<file path="src/rtl/core/ang_pkg.sv">
// ----------------------------------------------------------------------------
// ang_pkg
// Shared types and constants for the audio noise gate: gain format,
// register map, controller states and the command and config bundles.
// ----------------------------------------------------------------------------
package ang_pkg;

    // gain and coefficient format, unsigned q1.23
    localparam int Q_BITS    = 24;
    localparam int FRAC_BITS = 23;
    localparam logic [Q_BITS-1:0] UNITY_Q = 24'h80_0000;

    // configuration port geometry
    localparam int CFG_DATA_W = 32;
    localparam int CFG_ADDR_W = 5;
    localparam int CFG_IDX_W  = CFG_ADDR_W - 2;

    // register indexes
    localparam logic [CFG_IDX_W-1:0] REG_GATE_ENABLE   = 3'd0;
    localparam logic [CFG_IDX_W-1:0] REG_THRESHOLD     = 3'd1;
    localparam logic [CFG_IDX_W-1:0] REG_FLOOR_GAIN    = 3'd2;
    localparam logic [CFG_IDX_W-1:0] REG_ATTACK_COEFF  = 3'd3;
    localparam logic [CFG_IDX_W-1:0] REG_RELEASE_COEFF = 3'd4;

    // controller states
    typedef enum logic [1:0] {
        ST_IDLE,
        ST_GAIN,
        ST_APPLY
    } ang_state_t;

    // controller to datapath commands
    typedef struct packed {
        logic load_in;
        logic upd_gain;
        logic load_out;
    } ang_cmd_t;

    // configuration register contents
    typedef struct packed {
        logic              enable;
        logic [Q_BITS-1:0] threshold;
        logic [Q_BITS-1:0] floor_gain;
        logic [Q_BITS-1:0] attack;
        logic [Q_BITS-1:0] release_c;
    } ang_cfg_t;

endpackage

</file>
<file path="src/rtl/core/ang_regs.sv">
// ----------------------------------------------------------------------------
// ang_regs
// Configuration register file behind a simple apb-style port.
// ----------------------------------------------------------------------------
module ang_regs
    import ang_pkg::*;
(
    input  logic                  clk,
    input  logic                  rst_n,
    input  logic                  psel,
    input  logic                  penable,
    input  logic                  pwrite,
    input  logic [CFG_ADDR_W-1:0] paddr,
    input  logic [CFG_DATA_W-1:0] pwdata,
    output logic [CFG_DATA_W-1:0] prdata,
    output logic                  pready,
    output ang_cfg_t              cfg
);

    ang_cfg_t             cfg_reg;
    ang_cfg_t             cfg_next;
    logic [CFG_IDX_W-1:0] idx;
    logic                 wr_en;

    assign pready = 1'b1;
    assign idx    = paddr[CFG_ADDR_W-1:2];
    assign wr_en  = psel && penable && pwrite && pready;
    assign cfg    = cfg_reg;

    // register write decode
    always_comb
    begin
        cfg_next = cfg_reg;
        if (wr_en)
        begin
            case (idx)
                REG_GATE_ENABLE:   cfg_next.enable     = pwdata[0];
                REG_THRESHOLD:     cfg_next.threshold  = pwdata[Q_BITS-1:0];
                REG_FLOOR_GAIN:    cfg_next.floor_gain = pwdata[Q_BITS-1:0];
                REG_ATTACK_COEFF:  cfg_next.attack     = pwdata[Q_BITS-1:0];
                REG_RELEASE_COEFF: cfg_next.release_c  = pwdata[Q_BITS-1:0];
                default:           cfg_next = cfg_reg;
            endcase
        end
    end

    always_ff @(posedge clk or negedge rst_n)
    begin
        if (!rst_n)
        begin
            cfg_reg.enable     <= 1'b0;
            cfg_reg.threshold  <= '0;
            cfg_reg.floor_gain <= UNITY_Q;
            cfg_reg.attack     <= UNITY_Q;
            cfg_reg.release_c  <= UNITY_Q;
        end
        else
        begin
            cfg_reg <= cfg_next;
        end
    end

    // read back mux
    always_comb
    begin
        case (idx)
            REG_GATE_ENABLE:   prdata = CFG_DATA_W'(cfg_reg.enable);
            REG_THRESHOLD:     prdata = CFG_DATA_W'(cfg_reg.threshold);
            REG_FLOOR_GAIN:    prdata = CFG_DATA_W'(cfg_reg.floor_gain);
            REG_ATTACK_COEFF:  prdata = CFG_DATA_W'(cfg_reg.attack);
            REG_RELEASE_COEFF: prdata = CFG_DATA_W'(cfg_reg.release_c);
            default:           prdata = '0;
        endcase
    end

endmodule

</file>
<file path="config.mk">
export PLATFORM = sky130hd
export DESIGN_NAME = ang_regs
export DESIGN_NICKNAME = d
export VERILOG_FILES = /design/src/rtl/core/ang_pkg.sv /design/src/rtl/core/ang_regs.sv
export SDC_FILE = /design/constraint.sdc
export NUM_CORES = 1
export LEC_CHECK = 0
export BUFFER_PORTS_ARGS = -buffer_cell sky130_fd_sc_hd__buf_2
export CORE_MARGIN = 4
export CORE_UTILIZATION = 49
export CTS_CLUSTER_DIAMETER = 100
export DETAILED_ROUTE_END_ITERATION = 10
export PLACE_DENSITY = 0.77
export SLEW_MARGIN = 0
export SYNTH_ARGS = -nofsm -noshare
export SYNTH_HDL_FRONTEND = slang
export SYNTH_SLANG_ARGS = --single-unit
</file>
<file path="constraint.sdc">
create_clock -name clk -period 1.4 [get_ports clk]
set_clock_uncertainty 0.05 [all_clocks]
set_input_delay 0 -clock clk [delete_from_list [all_inputs] [get_ports clk]]
set_output_delay 0 -clock clk [all_outputs]
set_load 0.01 [all_outputs]
</file>
## Word-level counts from Yosys, hierarchy flattened

Cells that the tools add are included.

| word-level totals | value |
|---|---|
| flip-flop bits (word level) | 97 |
| input bits | 42 |
| output and inout bits | 130 |
| logic and storage cells | 18 |

| cells by class | value |
|---|---|
| equal/unequal tests | 4 |
| muxes and demuxes | 1 |
| reductions and logical operators | 8 |

Operators with widths:

| kind | count |
|---|---|
| $pmux 24 s5 | 1 |
| $reduce_and 2->1 | 5 |
| $eq 3x2->1 const B | 2 |
| $eq 3x1->1 const B | 1 |
| $eq 3x3->1 const B | 1 |
| $logic_not 3->1 | 1 |
| $logic_and 1x1->1 | 2 |

## Depth between registers and ports, before layout

Gate-level depths: netlist of run 1.

| logic depth | value |
|---|---|
| depth after elaboration | 3 |
| gate-level depth with buffers | 6 |

## Worst setup path before layout of run 1

No wires, ideal clock.

| timing path | value |
|---|---|
| path kind | input port to flip-flop |
| from | input port paddr[2] |
| to | register cfg_reg, in the netlist cfg[72] |
| arrival time | 1043 ps |
| required time | 1225 ps |
| setup slack | 182 ps |
| cell stages on the path | 6 |
| path through | buf_2 nand2b_1 buf_4 nor2_4 buf_6 mux2_2 |

| between the ends | value |
|---|---|
| word-level cells in the longest chain between the ends | 2 |

RTL lines:

| what | line | text |
|---|---|---|
| from (decl) | ang_regs.sv:13 | `input logic [CFG_ADDR_W-1:0] paddr,` |
| $eq 3x1->1 | ang_regs.sv:36 | `case (idx)` |
| $reduce_and 2->1 (no line) | n/a |  |
| to (signal assigned) | ang_regs.sv:59 | `cfg_reg <= cfg_next;` |
| to (decl) | ang_regs.sv:20 | `ang_cfg_t cfg_reg;` |

No other way between the ends.
A chain may end at the register's enable or synchronous reset.

## Final worst setup path of run 1

| timing path | value |
|---|---|
| from | register cfg_reg, in the netlist cfg[32] |
| to | output port prdata[8] |

| between the ends | value |
|---|---|
| word-level cells in the longest chain between the ends | 1 |

RTL lines:

| what | line | text |
|---|---|---|
| $pmux 24 s5 | ang_regs.sv:66 | `case (idx)` |
| to (decl) | ang_regs.sv:15 | `output logic [CFG_DATA_W-1:0] prdata,` |

No other way between the ends.

==> metrics.md, run 1 <==
| Metric | Value |
|---|---|
| Fmax | `just under 700 MHz` |
| Worst-Margin Slew | `between 0.6 and 0.7 ns` |
| Setup crit end kind | `primary output` |
| CTS buffer count | `9` |
| # fillers | `~600` |
| Die X | `103 um` |
| Yosys cell types | `24` |
| GRT Util Overall | `23.2%` |
| Clock latency on the worst-skew pair | `between 0.3 and 0.4 ns` |
| Worst slew margin | `a little under three fifths` |
| Largest net degree at the start of global routing | `98` |
| Post-synth ARST share | `between 90% and 100%` |
| Setup slack after layout | `-0.0412 ns` |
| Cells after synthesis | `around 310` |
| Clock slew at reported path FFs | `around 0.090 ns` |
| Crit path DAT | `about 1.4 ns` |
| Global placer's final weighted congestion | `around 0.84` |
| Routed WL | `about 13 mm` |
| Failing checks | `setup timing` |
| Crit-path leading delay family | `flip-flops` |
| Layout area overhead | `41.3%` |
| Total core area | `8760 sq um` |
| Status | `finished with violations` |
| Cell accounting for the most synthesized area | `dfrtp_1` |
| Reg area | `roughly 2400 sq um` |
| Post-synthesis average cell area | `around 14 sq um` |
| Initial antenna violation count | `0` |
| Clk root buf | `clkbuf_8` |
| Tmin final | `about 1.4 ns` |
| Vias in the first global route | `between 3k and 4k` |
| H-tree levels | `3` |
| Nets@finish | `just under 600` |
| Post-Route Hold Slack | `0.166 ns` |
| CTS tree | `yes` |
| CP Class | `flip-flop to primary output` |
| Clock Tree Buf Depth | `2` |
| Top post-synthesis cells by area | `dfrtp_1 (53%), mux2_2 (24%), mux2i_1 (5.4%)` |
| CTS Sinks | `97` |
| Die Height | `a little over 100 um` |
| Final Hold Fails | `0` |
| Top FF cell, synth | `dfrtp_1` |
| Synth top area share | `53.1%` |
| Crit Path Max Fanout | `3` |
| Global route overflow | `0` |
| Vias | `between 3k and 4k` |
| Slew Limit Fails | `0` |
| Top cells by count, synth | `mux2_2 (96), dfrtp_1 (94), mux2i_1 (24), nor2_1 (24), a221o_1 (22)` |
| Peak VDD IR | `a little over 0.8 mV` |
| Finished Cell Area | `approximately 6300 sq um` |
| CP bufs+invs | `1` |
| Avg WL per Cell | `about 19 um` |
| Vias per cell | `about 5.3` |
| IO Count | `between 150 and 200` |
| CP max stage delay | `~0.4 ns` |
| Cells along the critical path | `mux2i_1, nor2_1, a221o_1, buf_2` |
| # port buffers | `roughly 150` |
| Final ANT Viol Nets | `0` |
| Max-Cap Viols | `0` |
| Layout cells sized above 1 | `a little over three fifths` |
| LEAKAGE | `around 3.3 nW` |
| Post-synthesis cell area | `4430 sq um` |
| Max reg flops | `97` |
| Required @ worst endpoint | `approximately 1.4 ns` |
| Die area | `around 11000 sq um` |
| Initial Utilization | `50.6%` |
| Count leader, synth | `mux2_2` |
| Post-synth EDFFs | `0` |
| Register area share after synthesis | `roughly 55%` |
| Drt drc | `0` |
| DPL Wire Length | `8.17 mm` |
| Worst min path class | `primary input to asynchronous set/reset pin` |
| Syn. warnings | `0` |
| Synth Register Bits | `between 90 and 100` |
| Pre-antenna DRT Iters | `4` |
| First-pass GRT wire length | `approximately 19 mm` |
| Slowest CP cell | `dfrtp_1` |
| DP Area | `about 5400 sq um` |
| Period utilization | `103%` |
| Pwr/cell area | `roughly 1300 nW/um^2` |
| Setup crit start kind | `flip-flop` |
| Multi-input logic area | `around 1900 sq um` |
| Row cnt | `34` |
| # diodes | `0` |
| Unrepaired setup endpoints after global routing | `yes` |
| Fin util | `a little under three quarters` |
| Initial drt markers | `between 100 and 150` |
| Final setup fails | `11` |
==> routing by layer <==
layer	part of all wire, %	track usage (%)	up-vias
met5	0	0	-
met4	2.8	8.57	0
met3	6.1	5.14	31
met2	52	40.9	132
met1	39	27.8	1774
li1	-	-	1617
==> final timing paths <==
| path | slack [ns] | startpoint | cells past startpoint | to |
|---|---|---|---|---|
| setup / recovery | -0.04 | cfg[32] | 4 | prdata[8] |
| hold / removal | 0.17 | rst_n | 3 | cfg[14] |
| setup reg to reg | 0.31 | cfg[31] | 3 | cfg[31] |
| hold reg to reg | 0.49 | cfg[74] | 1 | cfg[74] |
| max in group asynchronous | 0.70 | rst_n | 3 | cfg[71] |
| min in group clk | 0.17 | paddr[2] | 4 | cfg[96] |
==> where the power goes <==
group / internal (mW) / total [mW] / leakage, nW / switching (mW)
Combinational: 1.44 / 2.62 / 1.96 / 1.18
Sequential: 3.36 / 3.75 / 1.23 / 0.393
Clock: 0.890 / 1.90 / 0.100 / 1.01
==> worst reg2reg max path, delay by kind of cell (launching register included) <==
kind	cells	cell delay, ns
muxes	1	0.25
DFF	1	0.41
buffers and inverters	2	0.27
==> through the flow <==
stage                     worst slack (ns)  total power, mW  std cells  TNS, ns
after detailed placement            -0.241             5.90        569    -8.69
final                              -0.0412             8.27        665   -0.189
after global placement              -0.203             5.81        569    -5.92
after CTS                          -0.0384             8.14        649   -0.189
after global routing                -0.138             8.69        665    -1.71
after floorplan                      0.182             4.87        318        0
==> layout make-up <==
type / count / share of cell area [%]
flip-flops and latches: 97 / 38.8
multi-input cells: 193 / 29.6
repair buffers: 251 / 26.1
clock buffers: 11 / 2.26
well taps: 108 / 2.16
clock inverters: 5 / 1.02
==> cells by family after synthesis <==
family                 after synthesis  synth area share (%)
and+or+nand+nor                     37                  4.72
AOI/OAI and AO/OA                   25                  5.39
muxes                              122                  30.3
other                                2                 0.169
buffers and inverters               28                  4.55
DFF                                 97                  54.9
==> cells in the final DEF, fill, tap and decap left out, types with 4 or more instances in the layout <==
| cell type | Yosys | final |
|---|---|---|
| a221o_1 | 22 | 22 |
| buf_12 | 0 | 5 |
| buf_2 | 8 | 151 |
| buf_4 | 15 | 69 |
| clkbuf_8 | 0 | 10 |
| conb_1 | 2 | 9 |
| dfrtp_1 | 94 | 94 |
| dlygate4sd3_1 | 0 | 25 |
| mux2_2 | 96 | 95 |
| mux2i_1 | 24 | 24 |
| nor2_1 | 24 | 23 |
| nor2_4 | 3 | 4 |
==> repair_timing <==
| action | CTS | global route |
|---|---|---|
| hold buffers | 25 | 0 |
| buffers inserted | 39 | 16 |
| gates resized for setup | 6 | 1 |
| pin swaps | 5 | 3 |
| hold endpoints to repair | 191 | 0 |
| endpoints found under the setup margin | 24 | 24 |
(Power assumes the default switching activity.)
==> run 2, diff against run 1 <==
CORE_UTILIZATION = 30   (was 49)
PLACE_DENSITY = 0.51   (was 0.77)
SKIP_CTS_REPAIR_TIMING = 1   (was not set)
clock period = 1.8 ns   (was 1.4 ns; I/O delays follow)
==> run 2 against run 1 <==
The run now ends clean. Combinational power shrank 38%. Sequential cell count stayed put. Final area down 3.6%. Non-clock buffer count fell by 53.
==> metrics.md, run 2 (synthesis results as in run 1) <==
| Metric | Value |
|---|---|
| CP Class | `primary input to primary output (was flip-flop to primary output)` |
| Clock Tree Buf Depth | `2 (unchanged)` |
| Initial Utilization | `30.6% (was 50.6%)` |
| Crit path DAT | `1.50 ns (was 1.39 ns)` |
| Initial drt markers | `103 (was 132)` |
| Initial antenna violation count | `0 (unchanged)` |
| Clock latency on the worst-skew pair | `0.34 ns (was 0.35 ns)` |
| Max reg flops | `97 (unchanged)` |
| Largest net degree at the start of global routing | `43 (was 98)` |
| Slowest CP cell | `nor3b_4 (was dfrtp_1)` |
| Final ANT Viol Nets | `0 (unchanged)` |
| CP bufs+invs | `4 (was 1)` |
| Setup TNS | `0 ns (was -0.189 ns)` |
| Nets@finish | `541 (was 594)` |
| Finished Cell Area | `6040 sq um (was 6260 sq um)` |
| Layout area overhead | `36.3% (was 41.3%)` |
| Setup slack, reg-to-reg | `0.95 ns (was 0.31 ns)` |
| Peak VDD IR | `0.626 mV (was 0.822 mV)` |
| Crit Path Max Fanout | `12 (was 3)` |
| Status | `finished clean (was finished with violations)` |
| Pre-antenna DRT Iters | `4 (unchanged)` |
| # port buffers | `152 (unchanged)` |
| First-pass GRT wire length | `19.4 mm (was 18.8 mm)` |
| CTS tree | `yes (unchanged)` |
| Unrepaired setup endpoints after global routing | `no (was yes)` |
| CTS Sinks | `97 (unchanged)` |
| IO Count | `172 (unchanged)` |
| Vias per cell | `4.80 (was 5.34)` |
| Max-Cap Viols | `0 (unchanged)` |
| Layout cells sized above 1 | `58.5% (was 62.7%)` |
| Final Hold Fails | `0 (unchanged)` |
| Fmax | `roughly 640 MHz` |
| Setup crit start kind | `primary input (was flip-flop)` |
| DPL Wire Length | `9.17 mm (was 8.17 mm)` |
| H-tree levels | `3 (unchanged)` |
| Avg WL per Cell | `18.6 um (was 19.0 um)` |
| Worst slew margin | `53.2% (was 55.2%)` |
| Vias | `3302 (was 3554)` |
| Row cnt | `44 (was 34)` |
| Total core area | `14500 sq um (was 8760 sq um)` |
| CP max stage delay | `0.50 ns (was 0.40 ns)` |
| Vias in the first global route | `3386 (was 3674)` |
| # diodes | `0 (unchanged)` |
| Tmin final | `between 1.5 and 2 ns` |
| Final setup fails | `0 (was 11)` |
| Global route overflow | `0 (unchanged)` |
| # fillers | `1395 (was 604)` |
| LEAKAGE | `3.07 nW (was 3.29 nW)` |
| DP Area | `5470 sq um (was 5370 sq um)` |
| Die area | `16800 sq um (was 10600 sq um)` |
| Crit-path leading delay family | `buffers and inverters (was flip-flops)` |
| Reg2reg end | `cfg[21] (was cfg[31])` |
| Worst r2r src | `cfg[21] (was cfg[31])` |
| Period utilization | `86.4%` |
| GRT Util Overall | `15.2% (was 23.2%)` |
| Multi-input logic area | `1850 sq um (about the same)` |
| Slew Limit Fails | `0 (unchanged)` |
| Drt drc | `0 (unchanged)` |
| Die Height | `130 um (was 103 um)` |
| Routed WL | `12.8 mm (was 12.6 mm)` |
| CTS buffer count | `9 (unchanged)` |
| Worst min path class | `primary input to asynchronous set/reset pin (unchanged)` |
| Global placer's final weighted congestion | `0.705 (was 0.837)` |
| Setup crit end kind | `primary output (unchanged)` |
| Clk root buf | `clkbuf_16 (was clkbuf_8)` |
| Required @ worst endpoint | `1.75 ns (was 1.35 ns)` |
| Clock slew at reported path FFs | `0.06 ns (was 0.09 ns)` |
| Most frequent cells in the layout | `buf_2 (151), mux2_2 (96), dfrtp_1 (94) (was buf_2 (151), mux2_2 (95), dfrtp_1 (94))` |
| Cells along the critical path | `buf_2, buf_4, nor3b_4, buf_4, a221o_1, buf_2 (was mux2i_1, nor2_1, a221o_1, buf_2)` |
| R2R cell count | `1 (was 3)` |
| Commonest non-fill, non-tap cell in the layout | `buf_2 (unchanged)` |
| Worst-Margin Slew | `0.701 ns (was 0.671 ns)` |
| Pwr/cell area | `1080 nW/um^2 (was 1320 nW/um^2)` |
| Die X | `130 um (was 103 um)` |
| Reg area | `2430 sq um (unchanged)` |
-- run 2: cell type report --
class	instances	area share, %
sequential	97	40.3
multi-input combinational	193	30.6
clock inverter	2	0.580
timing repair buffer	198	20.2
clock buffer	14	4.54
tap	184	3.81
-- run 2: worst max-delay path by stage --
| stage | from | endpoint | depth (start not counted) |
|---|---|---|---|
| after floorplan | paddr[2] | cfg[72] | 6 |
| after global placement | paddr[2] | prdata[20] | 6 |
| after detailed placement | paddr[2] | prdata[20] | 6 |
| after CTS | paddr[2] | prdata[20] | 6 |
| after global routing | paddr[3] | prdata[13] | 6 |
| final | paddr[3] | prdata[13] | 6 |
-- run 2: per-stage QoR --
step                      utilization [%]  worst slack (ns)  hold WS, ns  instances  power [mW]
after floorplan                         -             0.582       -0.346        318        3.79
after global placement               37.8           -0.0125      -0.0623        647        4.55
after detailed placement             37.8           -0.0353      -0.0573        647        4.60
after CTS                            39.9           -0.0378       -0.430        663        6.60
after global routing                 41.7             0.138        0.160        688        6.94
final                                41.7             0.245        0.116        688        6.54
-- run 2: report_power, final --
group	switching, mW	leakage, nW	internal, mW
Combinational	0.789	1.68	0.838
Sequential	0.332	1.23	2.62
Clock	0.776	0.153	1.19
-- run 2: metal layers --
metal / part of all wire (%) / wire [um] / track usage, %
met3: 11 / 1410 / 6.64
met4: 1.2 / 155 / 4.03
met1: 43 / 5550 / 20.3
met5: 0 / 0 / 0
met2: 44 / 5700 / 22.8
