$ cat config.mk
export PLATFORM = sky130hd
export DESIGN_NAME = ang_ctrl
export DESIGN_NICKNAME = d
export VERILOG_FILES = /design/src/rtl/core/ang_pkg.sv /design/src/rtl/core/ang_ctrl.sv
export SDC_FILE = /design/constraint.sdc
export NUM_CORES = 1
export LEC_CHECK = 0
export BUFFER_PORTS_ARGS = -buffer_cell sky130_fd_sc_hd__buf_2
export CORE_AREA = 2 2 39 41
export CTS_CLUSTER_DIAMETER = 150
export DETAILED_ROUTE_END_ITERATION = 10
export DIE_AREA = 0 0 41 43
export GPL_TIMING_DRIVEN = 0
export PLACE_DENSITY = 0.34
export SETUP_SLACK_MARGIN = 0.1
export SYNTH_ARGS = -nofsm -noshare
export SYNTH_HDL_FRONTEND = slang
export SYNTH_SLANG_ARGS = --single-unit
export TNS_END_PERCENT = 50
$ cat constraint.sdc
create_clock -name clk -period 1.4 [get_ports clk]
set_clock_uncertainty 0.1 [all_clocks]
set_input_delay 0.28 -clock clk [delete_from_list [all_inputs] [get_ports clk]]
set_output_delay 0.28 -clock clk [all_outputs]
set_load 0.02 [all_outputs]
$ cat src/rtl/core/ang_pkg.sv
// ----------------------------------------------------------------------------
// ang_pkg
// Shared types and constants for the audio noise gate: gain format,
// register map, controller states and the command and config bundles.
// ----------------------------------------------------------------------------
package ang_pkg;

    // gain and coefficient format, unsigned q1.23
    localparam int Q_BITS    = 24;
    localparam int FRAC_BITS = 23;
    localparam logic [Q_BITS-1:0] UNITY_Q = 24'h80_0000;

    // configuration port geometry
    localparam int CFG_DATA_W = 32;
    localparam int CFG_ADDR_W = 5;
    localparam int CFG_IDX_W  = CFG_ADDR_W - 2;

    // register indexes
    localparam logic [CFG_IDX_W-1:0] REG_GATE_ENABLE   = 3'd0;
    localparam logic [CFG_IDX_W-1:0] REG_THRESHOLD     = 3'd1;
    localparam logic [CFG_IDX_W-1:0] REG_FLOOR_GAIN    = 3'd2;
    localparam logic [CFG_IDX_W-1:0] REG_ATTACK_COEFF  = 3'd3;
    localparam logic [CFG_IDX_W-1:0] REG_RELEASE_COEFF = 3'd4;

    // controller states
    typedef enum logic [1:0] {
        ST_IDLE,
        ST_GAIN,
        ST_APPLY
    } ang_state_t;

    // controller to datapath commands
    typedef struct packed {
        logic load_in;
        logic upd_gain;
        logic load_out;
    } ang_cmd_t;

    // configuration register contents
    typedef struct packed {
        logic              enable;
        logic [Q_BITS-1:0] threshold;
        logic [Q_BITS-1:0] floor_gain;
        logic [Q_BITS-1:0] attack;
        logic [Q_BITS-1:0] release_c;
    } ang_cfg_t;

endpackage

$ cat src/rtl/core/ang_ctrl.sv
// ----------------------------------------------------------------------------
// ang_ctrl
// Frame sequencer: capture, gain update, gain apply, with an output
// register that can hold a word while the next frame is taken in.
// ----------------------------------------------------------------------------
module ang_ctrl
    import ang_pkg::*;
(
    input  logic     clk,
    input  logic     rst_n,
    input  logic     s_tvalid,
    output logic     s_tready,
    output logic     m_tvalid,
    input  logic     m_tready,
    output ang_cmd_t cmd
);

    ang_state_t state_reg;
    ang_state_t state_next;
    logic       out_valid_reg;
    logic       out_valid_next;
    logic       out_free;
    logic       accept;

    assign out_free = !out_valid_reg || m_tready;
    assign accept   = s_tvalid && s_tready;
    assign m_tvalid = out_valid_reg;

    // next state
    always_comb
    begin
        state_next = state_reg;
        case (state_reg)
            ST_IDLE:
            begin
                if (accept)
                    state_next = ST_GAIN;
            end
            ST_GAIN:
            begin
                state_next = ST_APPLY;
            end
            ST_APPLY:
            begin
                if (out_free)
                    state_next = accept ? ST_GAIN : ST_IDLE;
            end
            default:
            begin
                state_next = ST_IDLE;
            end
        endcase
    end

    // outputs and commands
    always_comb
    begin
        s_tready     = 1'b0;
        cmd.load_in  = 1'b0;
        cmd.upd_gain = 1'b0;
        cmd.load_out = 1'b0;
        case (state_reg)
            ST_IDLE:
            begin
                s_tready    = 1'b1;
                cmd.load_in = s_tvalid;
            end
            ST_GAIN:
            begin
                cmd.upd_gain = 1'b1;
            end
            ST_APPLY:
            begin
                s_tready     = out_free;
                cmd.load_out = out_free;
                cmd.load_in  = out_free && s_tvalid;
            end
            default:
            begin
                s_tready = 1'b0;
            end
        endcase
    end

    // output word valid flag
    always_comb
    begin
        if (cmd.load_out)
            out_valid_next = 1'b1;
        else if (m_tready)
            out_valid_next = 1'b0;
        else
            out_valid_next = out_valid_reg;
    end

    always_ff @(posedge clk or negedge rst_n)
    begin
        if (!rst_n)
        begin
            state_reg     <= ST_IDLE;
            out_valid_reg <= 1'b0;
        end
        else
        begin
            state_reg     <= state_next;
            out_valid_reg <= out_valid_next;
        end
    end

endmodule

== Word level (Yosys, flattened, before mapping) ==
Cells that the tools add are included.

* Bits in registers: 3
* Word-level logic and storage cells: 23
* Output and inout port bits: 5
* Input bits: 4

* Reduce and logical (&&, ||, !) cells: 7
* Equality and inequality tests: 4
* Mux-type cells: 10

{| class="wikitable"
|+ Operator list
! operator !! count
|-
| one-hot mux 2 bit (3 select lines) || 1
|-
| two-way mux 1 bit || 5
|-
| two-way mux 2 bit || 2
|-
| != test 2 bit, second input constant || 2
|-
| one-hot mux 1 bit (2 select lines) || 2
|-
| == test 2 x 1 -> 1 bit, second input constant || 1
|-
| == test 2 bit, second input constant || 1
|-
| logical AND 1 bit || 2
|-
| logical NOT 2 bit || 1
|-
| AND reduction 2 bit || 1
|-
| nonzero test 2 bit || 1
|-
| logical NOT 1 bit || 1
|-
| logical OR 1 bit || 1
|}

== Depth between registers and ports, before layout ==
Gate-level depths: netlist of the first run.

* Depth in word-level cells: 7
* Depth in mapped cells: 3
* Depth with buffers taken out: 2

== Least setup slack after synthesis of the first run ==
Ideal clock, no wire load.

* Kind: register -> output
* Start: reg out_valid_reg (netlist: m_tvalid)
* End: out cmd[2] in the netlist's numbering
* Path slack: 0.010 ns
* Arrival time: 1.010 ns
* Stages on the path, launching flop included: 3
* Buffers on the path: 0
* Cell sequence: dfrtp_1 nor2b_2 a21oi_1

{| class="wikitable"
|+ RTL lines
! what !! RTL line !! source
|-
| start, declared || ang_ctrl.sv:20 || <nowiki>logic out_valid_reg;</nowiki>
|-
| start signal, assigned || ang_ctrl.sv:106 || <nowiki>out_valid_reg <= out_valid_next;</nowiki>
|-
| end, declared || ang_ctrl.sv:15 || <nowiki>output ang_cmd_t cmd</nowiki>
|}

==> results of run 1 <==
-- layout by cell type, fill, tap and decap left out --
master         count
nor2_4             1
nor2b_4            1
buf_2              3
dlygate4sd3_1      1
nor2b_2            1
clkbuf_4           3
dfrtp_1            2
a21oi_1            2
o21bai_1           1
nand2_1            1
nand2b_1           1
dfrtp_2            1
buf_6              4
clkbuf_1           1
nand2b_4           2
buf_4              7
a21oi_2            1
-- cell usage after synthesis, drive strengths merged --
library cell,number,area (µm²)
a21oi,3,15.0
buf,2,15.0
dfrtp,3,75.1
nand2,1,3.75
nand2b,3,18.8
nor2,1,3.75
nor2b,2,15.0
o21bai,1,7.51
-- layout make-up --
cell class	instances	area, µm²
Buffer	2	18.8
Clock buffer	4	26.3
Fill cell	159	1040
Multi-Input combinational cell	11	97.6
Sequential cell	3	76.3
Tap cell	16	20.0
Timing Repair Buffer	13	104
-- worst register-to-register path: cells and delay by family (launching register included) --
family / cells / cell delay [ps]
AO/OA/AOI/OAI: 1 / 140
buffers and inverters: 1 / 130
flip-flops: 1 / 390
AND/OR/NAND/NOR: 1 / 160
-- how the worst min path moves through the flow --
stage / from / end / slack (ps) / cells past startpoint
2_1_floorplan: rst_n / m_tvalid / -120 / 0
5_1_grt: s_tvalid / state_reg[0] / 220 / 3
6_report: s_tvalid / state_reg[0] / 210 / 3
3_5_place_dp: rst_n / state_reg[0] / -20 / 1
3_3_place_gp: rst_n / m_tvalid / -20 / 1
4_1_cts: s_tvalid / state_reg[0] / 190 / 3
-- logic make-up after synthesis --
logic type | Yosys count | synth area share (%)
AND/OR/NAND/NOR | 7 | 26.8
AO/OA/AOI/OAI | 4 | 14.6
flip-flops | 3 | 48.8
buffers and inverters | 2 | 9.75
-- stage by stage --
stage          setup TNS (ps)  area [µm²]  instances  worst slack (ps)
2_1_floorplan               0         154         16              9.78
3_3_place_gp                0         214         40               127
3_5_place_dp                0         214         40               114
4_1_cts                  -161         310         48             -45.8
5_1_grt                  -294         343         49             -85.7
6_report                -95.3         343         49             -38.3
-- power groups by stage --
stage               clock, mW  sequential (mW)  combinational [mW]
global placement            0            0.110              0.0857
floorplan                   0            0.115              0.0520
detailed placement          0            0.111              0.0856
global route            0.164            0.115               0.166
finish                  0.150            0.113               0.156
CTS                     0.160            0.113               0.128
-- repair_timing --
item	in CTS	in global routing
endpoints found under the hold margin	3	0
hold buffers	1	0
setup buffers	3	1
endpoints found under the setup margin	4	4
resized for setup	10	7
-- metal layers --
| layer | share of wire, % | GRT usage, % |
|---|---|---|
| met1 | 37 | 5.16 |
| met2 | 56 | 8.13 |
| met3 | 7.4 | 6.28 |
| met4 | 0 | 6.00 |
| met5 | 0 | 0 |
==> summary.md, run 1 <==
| Metric | Value |
|---|---|
| Synth warnings | 0 |
| RSZ-0062 raised after global routing | true |
| GRT Resource Usage Total | 6.33% |
| WL per Instance | 8.29 µm |
| Post-synthesis register bit count | 3 |
| Drt drc | 0 |
| DR vias | 175 |
| Die width | 41 µm |
| Final Hold Fails | 0 |
| Synth Cell Area | 154 µm² |
| CTS Buf Count | 3 |
| Reg2reg path depth | 3 |
| Critical path depth | 4 |
| FP Rows | 14 |
| Starting Density | between 10% and 20% |
| Logic pwr share | 37.1% |
| Cell count after synthesis | 16 |
| Sequential group share of total power | a little over a quarter |
| Nets | 38 |
| Worst VDD drop | 315 µV |
| Register area share after synthesis | 48.8% |
| Worst R2R End | state_reg[1] |
| Worst R2R Start | state_reg[0] |
| Largest net degree at the start of global routing | 6 |
| CP required | 1020 ps |
| CP max stage cell | dfrtp_1 |
| CTS tree | built |
| Routed WL | 406 µm |
| Max transition margin | 89.2% |
| Hold WC Path Type | in2reg |
| Mean Syn Cell Area | 9.62 µm² |
| CTS Sinks | 3 |
| Share of layout cells above drive strength 1 | 72.7% |
| Die Area | 0.00176 mm² |
| Final setup viols | 3 |
| Vias in the first global route | 171 |
| PD cells | 1220 mW/mm² |
| First drt pass iteration count | 1 |
| Via/cell ratio | 3.57 |
| Max reg flops | 2 |
| Core ar. | 0.00138 mm² |
| Worst Setup EP | cmd[0] |
| Crit path time final | 1440 ps |
| Switching portion of total power | about 29% |
| CP arrival | 1060 ps |
| Setup crit end kind | primary output |
| Clock-pin slew on the worst setup and hold paths | 40 ps |
| Initial antenna violation count | 0 |
| Power Total | 0.420 mW |
| Hold slack | 207 ps |
| Port Buffers | 8 |
| Critical Path Source | m_tvalid |
| Latest clock arrival within the worst-skew pair | between 200 and 250 ps |
| Clock share of power | 35.9% |
| First-pass GRT wire length | 655 µm |
| Grt total ovfl | 0 |
| Final ANT Viol Nets | 0 |
| Antenna cells | 0 |
| Area grow syn2layout | 123% |
| DIE HEIGHT | ~43 µm |
| Share of the clock period used by the worst path | 103% |
| Routability congestion estimate | about 0.64 |
| Fmax | 0.695 GHz |
| Setup ws final | -38.3 ps |
| Crit-path max FO | 4 |
| Fin util | between 20 and 25% |
| Buf/Inv on CP | 2 |
| Net switching power | 0.122 mW |
| LEAKAGE | roughly 0.17 nW |
| H-tree depth | 1 |
| Max-slew violation count | 0 |
| Initial DRC Count | 0 |
| Largest stage delay on the critical path | 340 ps |
| Post-synth net total | 20 |
| Synth unique cells | 9 |
| Int Pwr | 0.298 mW |
| Maxcap violations | 0 |
| CP Class | reg2out |
| R2r setup slk | 350 ps |
| Failing checks | setup timing |
| Top delay family on crit path | flip-flops |
| Status | complete, but fails checks |
| CTS root buffer | clkbuf_4 |
| Worst-Margin Slew | ~160 ps |
| IO Count | 9 |
| Clock Tree Buf Depth | 2 |
| CP Cell Sequence | nor2b_4, nor2_4, buf_6, buf_6 |
| CP most frequent cell | buf_6 |
| Critical Path Start Type | flip-flop |
(Power assumes the default switching activity.)
==> run 2, diff against run 1 <==
--- a/config.mk
+++ b/config.mk
@@ -6,12 +6,14 @@
 export NUM_CORES = 1
 export LEC_CHECK = 0
 export BUFFER_PORTS_ARGS = -buffer_cell sky130_fd_sc_hd__buf_2
+export CELL_PAD_IN_SITES_DETAIL_PLACEMENT = 1
+export CELL_PAD_IN_SITES_GLOBAL_PLACEMENT = 1
 export CORE_AREA = 2 2 39 41
 export CTS_CLUSTER_DIAMETER = 150
 export DETAILED_ROUTE_END_ITERATION = 10
 export DIE_AREA = 0 0 41 43
 export GPL_TIMING_DRIVEN = 0
-export PLACE_DENSITY = 0.34
+export PLACE_DENSITY = 0.41
 export SETUP_SLACK_MARGIN = 0.1
 export SYNTH_ARGS = -nofsm -noshare
 export SYNTH_HDL_FRONTEND = slang
==> constraint.sdc (replaced) <==
create_clock -name clk -period 1.51 [get_ports clk]
set_clock_uncertainty 0.1 [all_clocks]
set_input_delay 0.302 -clock clk [delete_from_list [all_inputs] [get_ports clk]]
set_output_delay 0.302 -clock clk [all_outputs]
set_load 0.02 [all_outputs]
==> run 2 against run 1 <==
  * The flow now finishes without violations
  * Cell count is 4.1% lower
  * Wire length is 13% lower
  * Critical path type unchanged
  * Highest routed layer unchanged
  * Clock power is 9% lower
  * Design area is 11% lower
==> summary.md, run 2 (same netlist as run 1, synthesis figures left out) <==
| Metric | Value |
|---|---|
| Status | finished clean (was complete, but fails checks) |
| Port Buffers | 8 (unchanged) |
| Sequential group share of total power | 29.1% (was 27.0%) |
| Setup Total Neg Slack | 0 ps (was -95.3 ps) |
| Nets | 36 (was 38) |
| Worst VDD drop | 309 µV (was 315 µV) |
| Logic pwr share | 32.2% (was 37.1%) |
| Routability congestion estimate | 0.670 (was 0.645) |
| CP Cell Sequence | nor2b_2, buf_4, buf_4 (was nor2b_4, nor2_4, buf_6, buf_6) |
| Grt total ovfl | 0 (unchanged) |
| Commonest non-fill, non-tap cells in the layout | buf_4, buf_2, a21oi_1, clkbuf_4 (was buf_4, buf_6, clkbuf_4, buf_2) |
| CTS Sinks | 3 (unchanged) |
| CP most frequent cell | buf_4 (was buf_6) |
| Die width | 41 µm (unchanged) |
| CP required | 1110 ps (was 1020 ps) |
| Critical Path Start Type | flip-flop (unchanged) |
| Final ANT Viol Nets | 0 (unchanged) |
| Clock Tree Buf Depth | 2 (unchanged) |
| First-pass GRT wire length | 600 µm (was 655 µm) |
| FP Rows | 14 (unchanged) |
| Max transition margin | 91.5% (was 89.2%) |
| Clock share of power | 38.7% (was 35.9%) |
| CTS tree | built (unchanged) |
| Fin util | 22.1% (was 24.8%) |
| DIE HEIGHT | 43 µm (unchanged) |
| DR vias | 156 (was 175) |
| H-tree depth | 1 (unchanged) |
| Largest stage delay on the critical path | 390 ps (was 340 ps) |
| Net switching power | 0.101 mW (was 0.122 mW) |
| R2r setup slk | 530 ps (was 350 ps) |
| IO Count | 9 (unchanged) |
| Int Pwr | 0.255 mW (was 0.298 mW) |
| Starting Density | 11.1% (unchanged) |
| Area grow syn2layout | 98.4% (was 123%) |
| CP Class | reg2out (unchanged) |
| Final Hold Fails | 0 (unchanged) |
| Via/cell ratio | 3.32 (was 3.57) |
| Die Area | 0.00176 mm² (unchanged) |
| Reg2reg path depth | 3 (unchanged) |
| Largest net degree at the start of global routing | 6 (unchanged) |
| Worst R2R End | state_reg[1] (unchanged) |
| Fillers | 172 (was 159) |
| Final setup viols | 0 (was 3) |
| Share of layout cells above drive strength 1 | 67.7% (was 72.7%) |
| WL per Instance | 7.49 µm (was 8.29 µm) |
| CTS Buf Count | 3 (unchanged) |
| Switching portion of total power | 28.4% (was 29.0%) |
| Antenna cells | 0 (unchanged) |
| Setup crit end kind | primary output (unchanged) |
| Hold WC Path Type | in2reg (unchanged) |
| Max reg flops | 2 (unchanged) |
| Crit path time final | 1450 ps |
| First drt pass iteration count | 1 (unchanged) |
| CP arrival | 1050 ps (was 1060 ps) |
| Initial antenna violation count | 0 (unchanged) |
| Worst R2R Start | state_reg[0] (unchanged) |
| Register Area | 76.3 µm² (unchanged) |
| Max-slew violation count | 0 (unchanged) |
| GRT Resource Usage Total | 5.43% (was 6.33%) |
| Fmax | 0.690 GHz |
| Drt drc | 0 (unchanged) |
| Initial DRC Count | 0 (unchanged) |
| Maxcap violations | 0 (unchanged) |
| Latest clock arrival within the worst-skew pair | 230 ps (about the same) |
| Routed WL | 352 µm (was 406 µm) |
| Crit-path max FO | 4 (unchanged) |
| CTS root buffer | clkbuf_4 (unchanged) |
| CP max stage cell | dfrtp_1 (unchanged) |
| RSZ-0062 raised after global routing | true (unchanged) |
| Hpwl dp | 300 µm |
| Vias in the first global route | 172 (was 171) |
| Critical Path Source | state_reg[0] (was m_tvalid) |
| PD cells | 1160 mW/mm² (was 1220 mW/mm²) |
| Worst Setup EP | cmd[1] (was cmd[0]) |
| Core ar. | 0.00138 mm² (unchanged) |
| Multi-input gate area | 88.8 µm² (was 97.6 µm²) |
| Worst-Margin Slew | 128 ps (was 162 ps) |
| Share of the clock period used by the worst path | 95.9% |
| Commonest non-fill, non-tap cell in the layout | buf_4 (unchanged) |
| LEAKAGE | 0.152 nW (was 0.166 nW) |
| Clock-pin slew on the worst setup and hold paths | 40 ps (about the same) |
==> run 2: changes by cell type in the layout (fill, tap and decap cells not counted), sizes merged <==
| cell | previous run | this run |
|---|---|---|
| buf | 14 | 12 |
==> run 2: critical path, delay by kind of cell, from the launching register on <==
family / cells / cell delay, ps
buf+inv: 2 / 260
simple gates: 1 / 160
flops: 1 / 390
==> run 2: metal layers <==
layer	vias to the layer above	share of wire (%)	GRT usage (%)
met5	-	0	0
met4	0	0	6.00
met3	0	3.7	1.57
met2	2	66	9.06
met1	75	30	4.19
li1	79	-	-
==> run 2: repair_timing <==
item / 4_1_cts / 5_1_grt
hold buffers: 1 / 0
endpoints found under the setup margin: 4 / 4
resized for setup: 11 / 0
hold endpoints to repair: 3 / 0
setup buffers: 2 / 0
pin swaps: 0 / 0
cloned: 0 / 0
==> run 2: worst min path at each step <==
stage | from | to | slack [ps] | cells past startpoint
2_1_floorplan | rst_n | m_tvalid | -90 | 0
3_3_place_gp | rst_n | m_tvalid | -0.03 | 1
3_5_place_dp | rst_n | m_tvalid | 2 | 1
4_1_cts | s_tvalid | state_reg[0] | 220 | 3
5_1_grt | s_tvalid | state_reg[0] | 230 | 3
6_report | s_tvalid | state_reg[0] | 230 | 3
==> run 2: area by class of cell <==
| cell class | instances | share of cell area (%) |
|---|---|---|
| repair buffers | 11 | 25.8 |
| multi-input cells | 11 | 29.1 |
| plain buffers | 2 | 4.92 |
| clock buffers | 4 | 8.61 |
| flip-flops and latches | 3 | 25.0 |
| well taps | 16 | 6.56 |
==> run 2: power groups by stage <==
stage / Clock, mW / Combinational (mW) / Sequential (mW)
after CTS: 0.148 / 0.117 / 0.104
after floorplan: 0 / 0.0482 / 0.107
after detailed placement: 0 / 0.0811 / 0.102
final: 0.137 / 0.115 / 0.104
after global routing: 0.149 / 0.124 / 0.106
after global placement: 0 / 0.0800 / 0.102
==> run 2: stage by stage <==
stage | setup slack, ps | total power [mW] | cell area (µm²) | hold slack (ps) | cells
finish | 61.4 | 0.356 | 305 | 229 | 47
floorplan | 97.8 | 0.155 | 154 | -93.6 | 16
detailed placement | 190 | 0.183 | 214 | 1.94 | 40
global route | 2.38 | 0.379 | 305 | 230 | 47
global placement | 190 | 0.182 | 214 | -0.0258 | 40
CTS | 39.6 | 0.369 | 305 | 223 | 47
